**config.mk**
```make
export PLATFORM = sky130hd
export DESIGN_NAME = onewire_rom_search
export DESIGN_NICKNAME = d
export VERILOG_FILES = /design/src/rtl/core/ors_pkg.sv /design/src/rtl/core/onewire_rom_search.sv /design/src/rtl/core/ors_engine.sv /design/src/rtl/core/ors_fifo.sv
export SDC_FILE = /design/constraint.sdc
export NUM_CORES = 1
export LEC_CHECK = 0
export BUFFER_PORTS_ARGS = -buffer_cell sky130_fd_sc_hd__buf_2
export CAP_MARGIN = 0
export CORE_ASPECT_RATIO = 2
export CORE_MARGIN = 4
export CORE_UTILIZATION = 55
export CTS_CLUSTER_DIAMETER = 100
export DETAILED_ROUTE_END_ITERATION = 8
export GPL_TIMING_DRIVEN = 0
export HOLD_SLACK_MARGIN = 0.06
export PLACE_DENSITY = 0.72
export SYNTH_ARGS = -nofsm -noshare
export SYNTH_HDL_FRONTEND = slang
export SYNTH_SLANG_ARGS = --single-unit
```
**constraint.sdc**
```tcl
create_clock -name i_clk -period 10.65 [get_ports i_clk]
set_input_delay 0.5325 -clock i_clk [delete_from_list [all_inputs] [get_ports i_clk]]
set_output_delay 0.5325 -clock i_clk [all_outputs]
set_load 0.01 [all_outputs]
```
**src/rtl/core/ors_pkg.sv**
```systemverilog
// Package for the 1-Wire ROM search block: sizes, input mode and result kind
// codes, and the result record passed from the engine to the result queue.
// No dependencies.
package ors_pkg;

    localparam int CODE_BITS   = 64;
    localparam int FAMILY_BITS = 8;
    localparam int ROM_W       = 64;
    localparam int POS_W       = $clog2(CODE_BITS + 1);
    localparam int IDX_W       = $clog2(CODE_BITS);

    localparam logic [1:0] MODE_RESTART = 2'd0;
    localparam logic [1:0] MODE_BEGIN   = 2'd1;
    localparam logic [1:0] MODE_BITS    = 2'd2;

    localparam logic [1:0] KIND_CMD  = 2'd0;
    localparam logic [1:0] KIND_DIR  = 2'd1;
    localparam logic [1:0] KIND_DONE = 2'd2;

    localparam logic [7:0] CMD_NORMAL = 8'hF0;
    localparam logic [7:0] CMD_ALARM  = 8'hEC;

    localparam int FIFO_DEPTH = 8;
    localparam int FIFO_AW    = $clog2(FIFO_DEPTH);
    localparam int FIFO_CW    = $clog2(FIFO_DEPTH + 1);

    typedef struct packed {
        logic [1:0]       kind;
        logic [7:0]       command_byte;
        logic             direction_bit;
        logic             found;
        logic [ROM_W-1:0] rom_code;
        logic             last_device;
        logic             run_last;
    } t_result;

    typedef struct packed {
        logic    v0;
        logic    v1;
        t_result r0;
        t_result r1;
    } t_push;

endpackage

```
**src/rtl/core/onewire_rom_search.sv**
```systemverilog
// 1-Wire ROM search engine, top level. Depends on ors_pkg, ors_engine, ors_fifo.
// Path: an item's results are formed from the engine's input register, written into
// the result queue, and the queue head drives the outputs.
// Throughput: one input item per cycle while o_stall is low; results leave one per
// cycle while i_stall is low, from an eight-entry result queue, whose fill level alone drives o_stall.
// Reset: synchronous, active low; clears search state, pass state and the queue.
module onewire_rom_search (
    input  logic        i_clk,
    input  logic        i_rst_n,
    input  logic        i_valid,
    output logic        o_stall,
    input  logic [1:0]  i_mode,
    input  logic        i_presence,
    input  logic        i_normal_search,
    input  logic        i_id_bit,
    input  logic        i_complement_bit,
    output logic        o_valid,
    input  logic        i_stall,
    output logic [1:0]  o_kind,
    output logic [7:0]  o_command_byte,
    output logic        o_direction_bit,
    output logic        o_found,
    output logic [63:0] o_rom_code,
    output logic        o_last_device,
    output logic        o_run_last
);

    ors_pkg::t_push   push;
    ors_pkg::t_result head;
    logic             full;
    logic             take;

    assign o_stall = full;
    assign take    = i_valid && !full;

    ors_engine u_engine (
        .i_clk            (i_clk),
        .i_rst_n          (i_rst_n),
        .i_take           (take),
        .i_mode           (i_mode),
        .i_presence       (i_presence),
        .i_normal_search  (i_normal_search),
        .i_id_bit         (i_id_bit),
        .i_complement_bit (i_complement_bit),
        .o_push           (push)
    );

    ors_fifo u_fifo (
        .i_clk   (i_clk),
        .i_rst_n (i_rst_n),
        .i_push  (push),
        .i_pop   (!i_stall),
        .o_valid (o_valid),
        .o_full  (full),
        .o_head  (head)
    );

    assign o_kind          = head.kind;
    assign o_command_byte  = head.command_byte;
    assign o_direction_bit = head.direction_bit;
    assign o_found         = head.found;
    assign o_rom_code      = head.rom_code;
    assign o_last_device   = head.last_device;
    assign o_run_last      = head.run_last;

endmodule

```
**src/rtl/core/ors_engine.sv**
```systemverilog
// Search engine: input register, search state and the per-item step logic.
// Produces up to two result records per item. Depends on ors_pkg.
module ors_engine (
    input  logic          i_clk,
    input  logic          i_rst_n,
    input  logic          i_take,
    input  logic [1:0]    i_mode,
    input  logic          i_presence,
    input  logic          i_normal_search,
    input  logic          i_id_bit,
    input  logic          i_complement_bit,
    output ors_pkg::t_push o_push
);

    logic                          r_in_valid;
    logic [1:0]                    r_mode;
    logic                          r_presence;
    logic                          r_normal;
    logic                          r_id;
    logic                          r_cmp;

    logic [ors_pkg::CODE_BITS-1:0] r_rom, n_rom;
    logic [ors_pkg::POS_W-1:0]     r_pos, n_pos;
    logic [ors_pkg::POS_W-1:0]     r_zero_pos, n_zero_pos;
    logic [ors_pkg::POS_W-1:0]     r_prior, n_prior;
    logic                          r_done, n_done;
    logic                          r_active, n_active;

    logic [ors_pkg::POS_W-1:0]     pos_m1;
    logic [ors_pkg::IDX_W-1:0]     idx;
    logic                          dir;
    logic [ors_pkg::POS_W-1:0]     lz_new;
    logic                          done_new;

    always_ff @(posedge i_clk) begin
        if (!i_rst_n) begin
            r_in_valid <= 1'b0;
        end else begin
            r_in_valid <= i_take;
        end
        if (i_take) begin
            r_mode     <= i_mode;
            r_presence <= i_presence;
            r_normal   <= i_normal_search;
            r_id       <= i_id_bit;
            r_cmp      <= i_complement_bit;
        end
    end

    always_ff @(posedge i_clk) begin
        if (!i_rst_n) begin
            r_rom      <= '0;
            r_pos      <= ors_pkg::POS_W'(1);
            r_zero_pos <= '0;
            r_prior    <= '0;
            r_done     <= 1'b0;
            r_active   <= 1'b0;
        end else begin
            r_rom      <= n_rom;
            r_pos      <= n_pos;
            r_zero_pos <= n_zero_pos;
            r_prior    <= n_prior;
            r_done     <= n_done;
            r_active   <= n_active;
        end
    end

    assign pos_m1 = r_pos - 1'b1;
    assign idx    = pos_m1[ors_pkg::IDX_W-1:0];

    always_comb begin
        // no conflict: follow the bus; conflict: replay, take 1 at the old
        // discrepancy, take 0 past it
        if (r_id != r_cmp) begin
            dir = r_id;
        end else if (r_pos < r_prior) begin
            dir = r_rom[idx];
        end else begin
            dir = (r_pos == r_prior);
        end
        lz_new = (r_id == r_cmp && !dir) ? r_pos : r_zero_pos;
    end

    assign done_new = r_done | (lz_new == '0);

    always_comb begin
        n_rom      = r_rom;
        n_pos      = r_pos;
        n_zero_pos = r_zero_pos;
        n_prior    = r_prior;
        n_done     = r_done;
        n_active   = r_active;
        o_push     = '0;

        if (r_in_valid) begin
            case (r_mode)
                ors_pkg::MODE_RESTART: begin
                    n_prior    = '0;
                    n_done     = 1'b0;
                    n_active   = 1'b0;
                    n_pos      = ors_pkg::POS_W'(1);
                    n_zero_pos = '0;
                end
                ors_pkg::MODE_BEGIN: begin
                    n_active   = 1'b0;
                    n_pos      = ors_pkg::POS_W'(1);
                    n_zero_pos = '0;
                    o_push.v0  = 1'b1;
                    o_push.r0.run_last = 1'b1;
                    if (r_done || !r_presence) begin
                        n_prior               = '0;
                        n_done                = 1'b0;
                        o_push.r0.kind        = ors_pkg::KIND_DONE;
                        o_push.r0.last_device = 1'b1;
                    end else begin
                        n_active               = 1'b1;
                        o_push.r0.kind         = ors_pkg::KIND_CMD;
                        o_push.r0.command_byte = r_normal ? ors_pkg::CMD_NORMAL
                                                          : ors_pkg::CMD_ALARM;
                    end
                end
                ors_pkg::MODE_BITS: begin
                    if (r_active) begin
                        o_push.v0 = 1'b1;
                        if (r_id && r_cmp) begin
                            n_prior               = '0;
                            n_done                = 1'b0;
                            n_active              = 1'b0;
                            n_pos                 = ors_pkg::POS_W'(1);
                            o_push.r0.kind        = ors_pkg::KIND_DONE;
                            o_push.r0.last_device = 1'b1;
                            o_push.r0.run_last    = 1'b1;
                        end else begin
                            n_rom[idx]              = dir;
                            n_zero_pos              = lz_new;
                            n_pos                   = r_pos + 1'b1;
                            o_push.r0.kind          = ors_pkg::KIND_DIR;
                            o_push.r0.direction_bit = dir;
                            if (r_pos == ors_pkg::POS_W'(ors_pkg::CODE_BITS)) begin
                                n_active           = 1'b0;
                                n_pos              = ors_pkg::POS_W'(1);
                                o_push.v1          = 1'b1;
                                o_push.r1.kind     = ors_pkg::KIND_DONE;
                                o_push.r1.run_last = 1'b1;
                                if (n_rom[ors_pkg::FAMILY_BITS-1:0] != '0) begin
                                    n_prior               = lz_new;
                                    n_done                = done_new;
                                    o_push.r1.found       = 1'b1;
                                    o_push.r1.rom_code    = ors_pkg::ROM_W'(n_rom);
                                    o_push.r1.last_device = done_new;
                                end else begin
                                    // empty family byte: not a device
                                    n_prior               = '0;
                                    n_done                = 1'b0;
                                    o_push.r1.last_device = 1'b1;
                                end
                            end else begin
                                o_push.r0.run_last = 1'b1;
                            end
                        end
                    end
                end
                default: begin
                end
            endcase
        end
    end

endmodule

```
**src/rtl/core/ors_fifo.sv**
```systemverilog
// Result queue: takes up to two result records per cycle, hands out one.
// Stall toward the input side leaves room for two items in flight. Depends on ors_pkg.
module ors_fifo (
    input  logic            i_clk,
    input  logic            i_rst_n,
    input  ors_pkg::t_push  i_push,
    input  logic            i_pop,
    output logic            o_valid,
    output logic            o_full,
    output ors_pkg::t_result o_head
);

    ors_pkg::t_result r_mem [ors_pkg::FIFO_DEPTH];

    logic [ors_pkg::FIFO_AW-1:0] r_head, n_head;
    logic [ors_pkg::FIFO_AW-1:0] r_tail, n_tail;
    logic [ors_pkg::FIFO_CW-1:0] r_count, n_count;
    logic [ors_pkg::FIFO_AW-1:0] tail_p1;
    logic [1:0]                  push_n;
    logic                        pop_ok;

    assign tail_p1 = r_tail + 1'b1;
    assign push_n  = {1'b0, i_push.v0} + {1'b0, i_push.v1};
    assign pop_ok  = i_pop && (r_count != '0);

    always_comb begin
        n_head  = r_head + ors_pkg::FIFO_AW'(pop_ok);
        n_tail  = r_tail + ors_pkg::FIFO_AW'(push_n);
        n_count = r_count + ors_pkg::FIFO_CW'(push_n) - ors_pkg::FIFO_CW'(pop_ok);
    end

    always_ff @(posedge i_clk) begin
        if (!i_rst_n) begin
            r_head  <= '0;
            r_tail  <= '0;
            r_count <= '0;
        end else begin
            r_head  <= n_head;
            r_tail  <= n_tail;
            r_count <= n_count;
        end
    end

    always_ff @(posedge i_clk) begin
        if (i_push.v0) begin
            r_mem[r_tail] <= i_push.r0;
        end
        if (i_push.v1) begin
            r_mem[tail_p1] <= i_push.r1;
        end
    end

    assign o_valid = (r_count != '0);
    assign o_head  = r_mem[r_head];
    // one item in the input register and one new transfer may add four entries
    assign o_full  = (r_count > ors_pkg::FIFO_CW'(ors_pkg::FIFO_DEPTH - 4));

endmodule

```
==> results.md, run 1 <==
* Status: finished clean
* Worst Skew at 0.0278 ns
* Iteration-0 DRC Markers at between 1,500 and 2,000
* Hold Buf Count CTS at 6
* Antenna diodes at 0
* Ys flop type: edfxtp_1
* CTS Buffer Depth at 3
* Hold path startpoint: i_valid
* Chip Height at 347 µm
* Slew @ Worst Pin at 1.36 ns
* Post-Syn Instances at 2,467
* Post-DRT Antenna Nets at 0
* Top post-synthesis cells by area: edfxtp_1, mux4_2, dfxtp_1
* Peak VDD IR at between 150 and 200 µV
* Share of cells above drive strength 1 at between 10% and 20%
* Slowest CP cell: mux2i_1
* # IOs at 90
* CP Class: flip-flop to flip-flop
* Post-DP HPWL at about 65,000 µm
* Vias in the first global route at between 20,000 and 25,000
* Final setup vio count at 0
* Worst setup margin at 5.04 ns
* Global route overflow at 0
* CP max FO at 11
* Clock slew at reported path FFs at 0.07 ns
* DR WL/cell at 26.5 µm
* Root Buffer: clkbuf_16
* First-pass GRT wire length at 135,000 µm
* Via Count at around 21,000
* Clk network pwr share at between 30% and 40%
* Int Pwr at 4.54 mW
* Period Utilization, post-route at 52.7%
* Post_cts resized at 0
* Initial Util at 55.3%
* Initial antenna violation count at 0
* Hold Path Depth at 2
* Startpoint types: flip-flop
* Num CTS Buffers at 56
* Final wirelength at 90,900 µm
* R2r endpoint: u_fifo.r_mem[4][59]
* Avg Vias per Cell at 6.12
* Clk_lat worst skew at 0.63 ns
* Fin Setup TNS at 0 ns
* Final Power at 6.30 mW
* Largest net degree at the start of global routing at 40
* Post-CTS Setup Inserts at 0
* Slew Limit Fails at 0
* RR Startpoint: u_engine.r_pos[0]
* Fin cells at around 3,400
* RSZ-0062 raised after global routing: no
* DR pass1 iterations at 5
* Worst EP required at around 11 ns
* Synth unique cells at 64
* EDFF count, synth at 550
* Number of port buffers at just under 90
* # fillers at 4,594
* CTS tree: done
* Syn-to-layout area delta at 11.3%
* Mapped Area at 31,600 µm²
* Multi-input gate area at 11,300 µm²
* Leak Pwr at 11.5 nW
* Finished Core Util at just over 60%
* Worst relative slew slack at 9.60%
* Residual DRC count at 0
* FP Rows at 124
* Mean Syn Cell Area at 12.8 µm²
* Switching share of power at 27.9%
* Max Freq at 0.178 GHz
* Endpoints failing hold at 0
* Die Span X at 177 µm
* Crit path arrival time at between 5 and 6 ns
* Gate power share at 20.1%
* Synthesized flop and latch total at 688
* Pre-CTS WS at around 5.0 ns
* PwrDens at ~180 nW/µm²
* Hold crit path type: input port to flip-flop
* Worst-path cell chain: buf_2, inv_1, clkbuf_1, ha_1, buf_2, inv_2, buf_2, mux4_2, mux2i_1, a2bb2oi_2, a311oi_2, buf_2, buf_2, mux2i_1, nor2_1
* Yosys warnings at 0
* Max Cap Viol at 0
* # placed instances at approximately 3,300
* Psw at approximately 1.8 mW
* Total GRT Usage at a little under 30%
* Final net count at 2,664
* CP endpoint kind: flip-flop
* Share of the synthesized area in the top cell type at 52.3%
* Flop pwr share at 46.0%
* H-tree Lvls at 2
* Core area at 57,100 µm²
* Die area at between 60,000 and 70,000 µm²
* Top cell type by total area after synthesis: edfxtp_1
* Post-synth ARST share at 0%
* Hold endpoint: u_engine.r_in_valid
* Sinks on Clock Net at between 600 and 700
* Sequential cell area at 19,300 µm²
* CP dominant cell by count: buf_2
* Reg2Reg Depth at 15
* Crit-path max cell delay at 0.81 ns
* GPL Wtd Cong at 0.991
* Register area share after synthesis at 61.0%
* Minimum clock period at 5.61 ns
* FF-to-FF setup slack at 5.04 ns
==> worst max-delay path, delay by kind of cell, from the launching register on <==
kind | cells | cell delay [ns]
AOI/OAI and AO/OA | 2 | 0.43
adders and majority gates | 1 | 0.36
buffers and inverters | 8 | 2.34
DFF | 1 | 0.31
muxes | 3 | 1.68
and+or+nand+nor | 1 | 0.13
==> routing by layer <==
metal	GRT usage, %	share of wire [%]	vias up
met5	0	0	-
met4	16.9	7.0	0
met3	4.05	6.0	292
met2	53.6	54	951
met1	32.8	33	10500
li1	-	-	9221
==> worst max path at each step <==
stage / from / endpoint / slack [ns] / cells past startpoint
global route: u_engine.r_pos[0] / u_fifo.r_mem[5][59] / 4.82 / 15
finish: u_engine.r_pos[0] / u_fifo.r_mem[4][59] / 5.04 / 15
CTS: u_engine.r_pos[0] / u_fifo.r_mem[4][59] / 5.01 / 15
global placement: u_engine.r_pos[0] / u_fifo.r_mem[6][38] / 3.50 / 13
detailed placement: u_engine.r_pos[0] / u_fifo.r_mem[4][59] / 5.03 / 15
floorplan: u_engine.r_pos[0] / u_fifo.r_mem[2][0] / 6.13 / 13
==> sequential cells by signal, summed over array words and instances, names as in the netlist <==
name	cells
u_engine.r_mode	2
u_fifo.r_mem	584
u_fifo.r_tail	3
u_engine.r_rom	64
u_engine.r_normal	1
u_engine.r_done	1
u_engine.r_zero_pos	7
u_fifo.r_count	4
u_engine.r_prior	7
u_engine.r_id	1
u_engine.r_pos	7
u_engine.r_cmp	1
u_engine.r_presence	1
u_fifo.r_head	3
u_engine.r_active	1
u_engine.r_in_valid	1
==> power groups by stage <==
stage | logic [mW] | registers [mW] | clock network (mW)
global route | 1.36 | 2.90 | 2.25
finish | 1.27 | 2.90 | 2.13
CTS | 1.28 | 2.90 | 2.15
detailed placement | 1.27 | 2.96 | 0
global placement | 1.26 | 2.96 | 0
floorplan | 0.852 | 2.95 | 0
==> logic make-up (layout without fill, tap and decap cells) <==
| group | after synthesis | after routing | share of synthesized area [%] |
|---|---|---|---|
| simple gates | 991 | 991 | 12.9 |
| flops | 688 | 688 | 61.0 |
| mux | 319 | 319 | 16.6 |
| buf+inv | 213 | 417 | 3.45 |
| compound gates | 210 | 210 | 4.39 |
| fa+ha+maj | 27 | 27 | 1.12 |
| xor+xnor | 18 | 18 | 0.547 |
| other cells | 1 | 2 | 0.0119 |
==> layout by cell type (no fill, tap or decap), types with 13 or more instances in the layout <==
| master | instances |
|---|---|
| buf_2 | 123 |
| nand2_1 | 197 |
| inv_1 | 27 |
| buf_4 | 15 |
| nor2_1 | 606 |
| o21ai_0 | 85 |
| a21oi_1 | 18 |
| nor2b_1 | 28 |
| mux4_2 | 157 |
| clkbuf_16 | 58 |
| edfxtp_1 | 550 |
| mux2_2 | 75 |
| o22ai_1 | 13 |
| dfxtp_1 | 138 |
| nand3_1 | 101 |
| ha_1 | 25 |
| and2_1 | 13 |
| a21boi_0 | 49 |
| buf_1 | 24 |
| mux2i_1 | 87 |
| buf_6 | 25 |
| clkbuf_1 | 94 |
==> cell type report <==
type	instances	area share (%)
multi-input combinational	1567	32.1
clock inverter	26	0.868
tap	756	2.69
timing repair buffer	101	2.04
clock buffer	77	4.36
inverter	37	0.395
buffer	176	2.70
sequential	688	54.8
==> synthesized netlist by cell type, drive strengths merged (3+ instances only) <==
library cell / number
inv: 36
mux4: 157
xor2: 8
clkbuf: 76
a211oi: 3
mux2i: 87
xnor2: 10
mux2: 75
o22ai: 13
buf: 100
nor4: 3
a21oi: 18
nand4: 4
and2: 13
o21ai: 85
nor2: 606
and3: 8
ha: 25
nor3: 7
nand3: 101
edfxtp: 550
dfxtp: 138
a221oi: 3
nor3b: 3
nand2b: 7
nor2b: 28
o21bai: 8
a21boi: 51
nand2: 205
a31oi: 3
a21o: 4
==> through the flow <==
| step | hold slack (ns) | instance area [µm²] |
|---|---|---|
| after CTS | 0.111 | 35200 |
| after floorplan | 0.425 | 31600 |
| after global routing | 0.144 | 35200 |
| after global placement | 0.444 | 33000 |
| after detailed placement | 0.452 | 33300 |
| final | 0.141 | 35200 |
No activity file was read; power rests on OpenSTA's default activity.
==> inputs of run 2 (changes only) <==
- PLACE_DENSITY: 0.72 -> 0.75
- clock period: 10.65 -> 5.1 ns (I/O delays scaled with it)
==> run 2 against run 1 <==
  * Sequential power is 110% higher
  * Clock skew decreased by 0.011 ns
  * Critical path depth shrank 1
  * Final cell count decreased by 0.12%
  * Highest routed layer unchanged
  * Wire length fell by 2.1%
  * Die area is the same
  * Worst setup slack lost 4.9 ns
  * Power up 110%
  * Worst hold slack better by 0.059 ns
==> results.md, run 2 (synthesis gave the netlist of run 1 again) <==
* Status: finished clean
* Largest Register: u_fifo.r_mem
* Post-DP HPWL at 63,800 µm (-2.2%)
* First-pass GRT wire length at 133,000 µm (-1.2%)
* Final net count at 2,665 (+0.038%)
* Gate power share at 20.3% (+0.2 points)
* Commonest non-fill, non-tap cells in the layout: nor2_1, edfxtp_1, nand2_1, mux4_2, dfxtp_1
* Hold Path Depth at 4 (+2)
* Final setup vio count at 0 (unchanged)
* Startpoint types: flip-flop
* Hold crit path type: input port to flip-flop
* # placed instances at 3,319 (unchanged)
* Clk_lat worst skew at 0.61 ns (-0.02 ns)
* Syn-to-layout area delta at 11.4%
* Iteration-0 DRC Markers at 1,987 (+1.1%)
* Chip Height at 347 µm (unchanged)
* PwrDens at 367 nW/µm² (+110%)
* Minimum clock period at 4.99 ns (-0.622 ns)
* Via Count at 21,100 (+0.66%)
* # IOs at 90 (unchanged)
* Post-CTS Setup Inserts at 0 (unchanged)
* Max Cap Viol at 0 (unchanged)
* Total GRT Usage at 28.9% (-0.63 points)
* Top Registers: u_fifo.r_mem (584), u_engine.r_rom (64)
* Leak Pwr at 11.4 nW (-0.64%)
* CTS tree: done
* CP max FO at 11 (unchanged)
* Commonest non-fill, non-tap cell in the layout: nor2_1
* Vias in the first global route at 21,700 (-0.59%)
* Worst setup margin at 0.113 ns (-4.93 ns)
* Number of port buffers at 87 (unchanged)
* Int Pwr at 9.35 mW (+110%)
* Endpoints failing hold at 0 (unchanged)
* Antenna diodes at 0 (unchanged)
* Initial Util at 55.3% (unchanged)
* Sequential cell area at 19,300 µm² (unchanged)
* Psw at 3.58 mW (+100%)
* # fillers at 4,417 (-3.9%)
* RSZ-0062 raised after global routing: no
* Hold WS at 0.200 ns (+0.0594 ns)
* H-tree Lvls at 2 (unchanged)
* Final wirelength at 89,000 µm (-2.1%)
* Peak VDD IR at 291 µV (+59%)
* Die Span X at 177 µm (unchanged)
* Pre-CTS WS at -0.378 ns (-5.41 ns)
* Initial antenna violation count at 0 (unchanged)
* Flop pwr share at 46.8% (+0.8 points)
* FP Rows at 124 (unchanged)
* Avg Vias per Cell at 6.17 (+0.78%)
* Crit path arrival time at 5.50 ns (-0.43 ns)
* Max Freq at 0.201 GHz (+12%)
* Die area at 61,600 µm² (unchanged)
* Slew Limit Fails at 0 (unchanged)
* CTS Buffer Depth at 3 (unchanged)
* CP Class: flip-flop to flip-flop
* Worst Skew at 0.0170 ns (-0.0108 ns)
* Worst EP required at 5.61 ns (-5.36 ns)
* Clk network pwr share at 33.0% (-0.9 points)
* Switching share of power at 27.7% (-0.18 points)
* Post-DRT Antenna Nets at 0 (unchanged)
* Slew @ Worst Pin at 1.44 ns (+0.0834 ns)
* Residual DRC count at 0 (unchanged)
* Fin cells at 3,424 (-0.12%)
* Multi-input gate area at 11,400 µm² (+0.95%)
* DR WL/cell at 26.0 µm (-2.0%)
* Core area at 57,100 µm² (unchanged)
* Largest net degree at the start of global routing at 46 (+15%)
* Post-route cell area at 35,200 µm² (+0.13%)
* GPL Wtd Cong at 0.988 (-0.31%)
* Sinks on Clock Net at 688 (unchanged)
* DR pass1 iterations at 8 (+3)
* Share of cells above drive strength 1 at 20.2% (+0.59 points)
* Worst relative slew slack at 4.04% (-5.6 points)
* Global route overflow at 0 (unchanged)
* Largest register FFs at 584 (unchanged)
* Fin Setup TNS at 0 ns (unchanged)
* Period Utilization, post-route at 97.8% (+45 points)
* Clock slew at reported path FFs at 0.07 ns (about the same)
* CP endpoint kind: flip-flop
* Num CTS Buffers at 56 (unchanged)
* Reg2Reg Depth at 14 (-1)
* Placed Area at 33,300 µm² (unchanged)
* Root Buffer: clkbuf_16
run 2: changes by cell type in the layout (fill, tap and decap cells not counted), moves of 3 or more:
cell      before  now
clkbuf_2       0    3
clkinv_1       3   15
mux2i_2        0   17
clkbuf_1      94   81
inv_6          4    0
mux2i_1       87   70
buf_4         15   11
buf_6         25   29
run 2: critical path, cell delays in order (launching register included):
cell	delay, ns
dfxtp_1	0.34
clkbuf_4	0.27
inv_1	0.09
clkbuf_2	0.29
ha_1	0.36
buf_2	0.21
xnor2_2	0.27
nor2_1	0.91
a211o_1	0.26
a2bb2oi_2	0.06
a311oi_2	0.48
buf_2	0.35
buf_2	0.34
nand2_1	0.31
o21ai_0	0.32
run 2: per-layer routing:
layer  up-vias  track usage, %  part of all wire [%]
li1       9229               -                     -
met5         -               0                     0
met2      1016            53.1                    54
met1     10600            32.1                    33
met4         0            16.0                   6.6
met3       281            3.46                   5.9
run 2: area by class of cell:
class,count,share of cell area (%)
Buffer,176,2.76
Clock buffer,68,4.25
Clock inverter,30,0.693
Inverter,37,0.402
Multi-Input combinational cell,1567,32.4
Sequential cell,688,54.8
Tap cell,756,2.69
Timing Repair Buffer,102,2.06
run 2: repair_timing:
action,4_1_cts,5_1_grt
hold buffers,7,0
resized for setup,5,29
pin swaps,0,1
endpoints found under the setup margin,372,479
endpoints found under the hold margin,7,0
run 2: final timing paths:
path | start | end | slack [ns]
setup / recovery | u_engine.r_pos[0] | u_fifo.r_mem[3][67] | 0.11
hold / removal | i_rst_n | u_engine.r_zero_pos[4] | 0.20
setup reg to reg | u_engine.r_pos[0] | u_fifo.r_mem[3][67] | 0.11
hold reg to reg | u_engine.r_prior[3] | u_engine.r_prior[3] | 0.46
run 2: stage by stage:
| stage | total power, mW | utilization (%) |
|---|---|---|
| 6_report | 12.9 | 61.7 |
| 5_1_grt | 13.4 | 61.7 |
| 4_1_cts | 13.0 | 61.5 |
| 3_5_place_dp | 8.78 | 58.3 |
| 3_3_place_gp | 8.76 | 57.8 |
| 2_1_floorplan | 7.94 | - |
run 2: power by group through the flow:
stage	Sequential, mW	Combinational, mW	Clock (mW)
floorplan	6.16	1.78	0
global placement	6.17	2.58	0
detailed placement	6.17	2.61	0
CTS	6.05	2.63	4.28
global route	6.05	2.81	4.50
finish	6.05	2.62	4.26
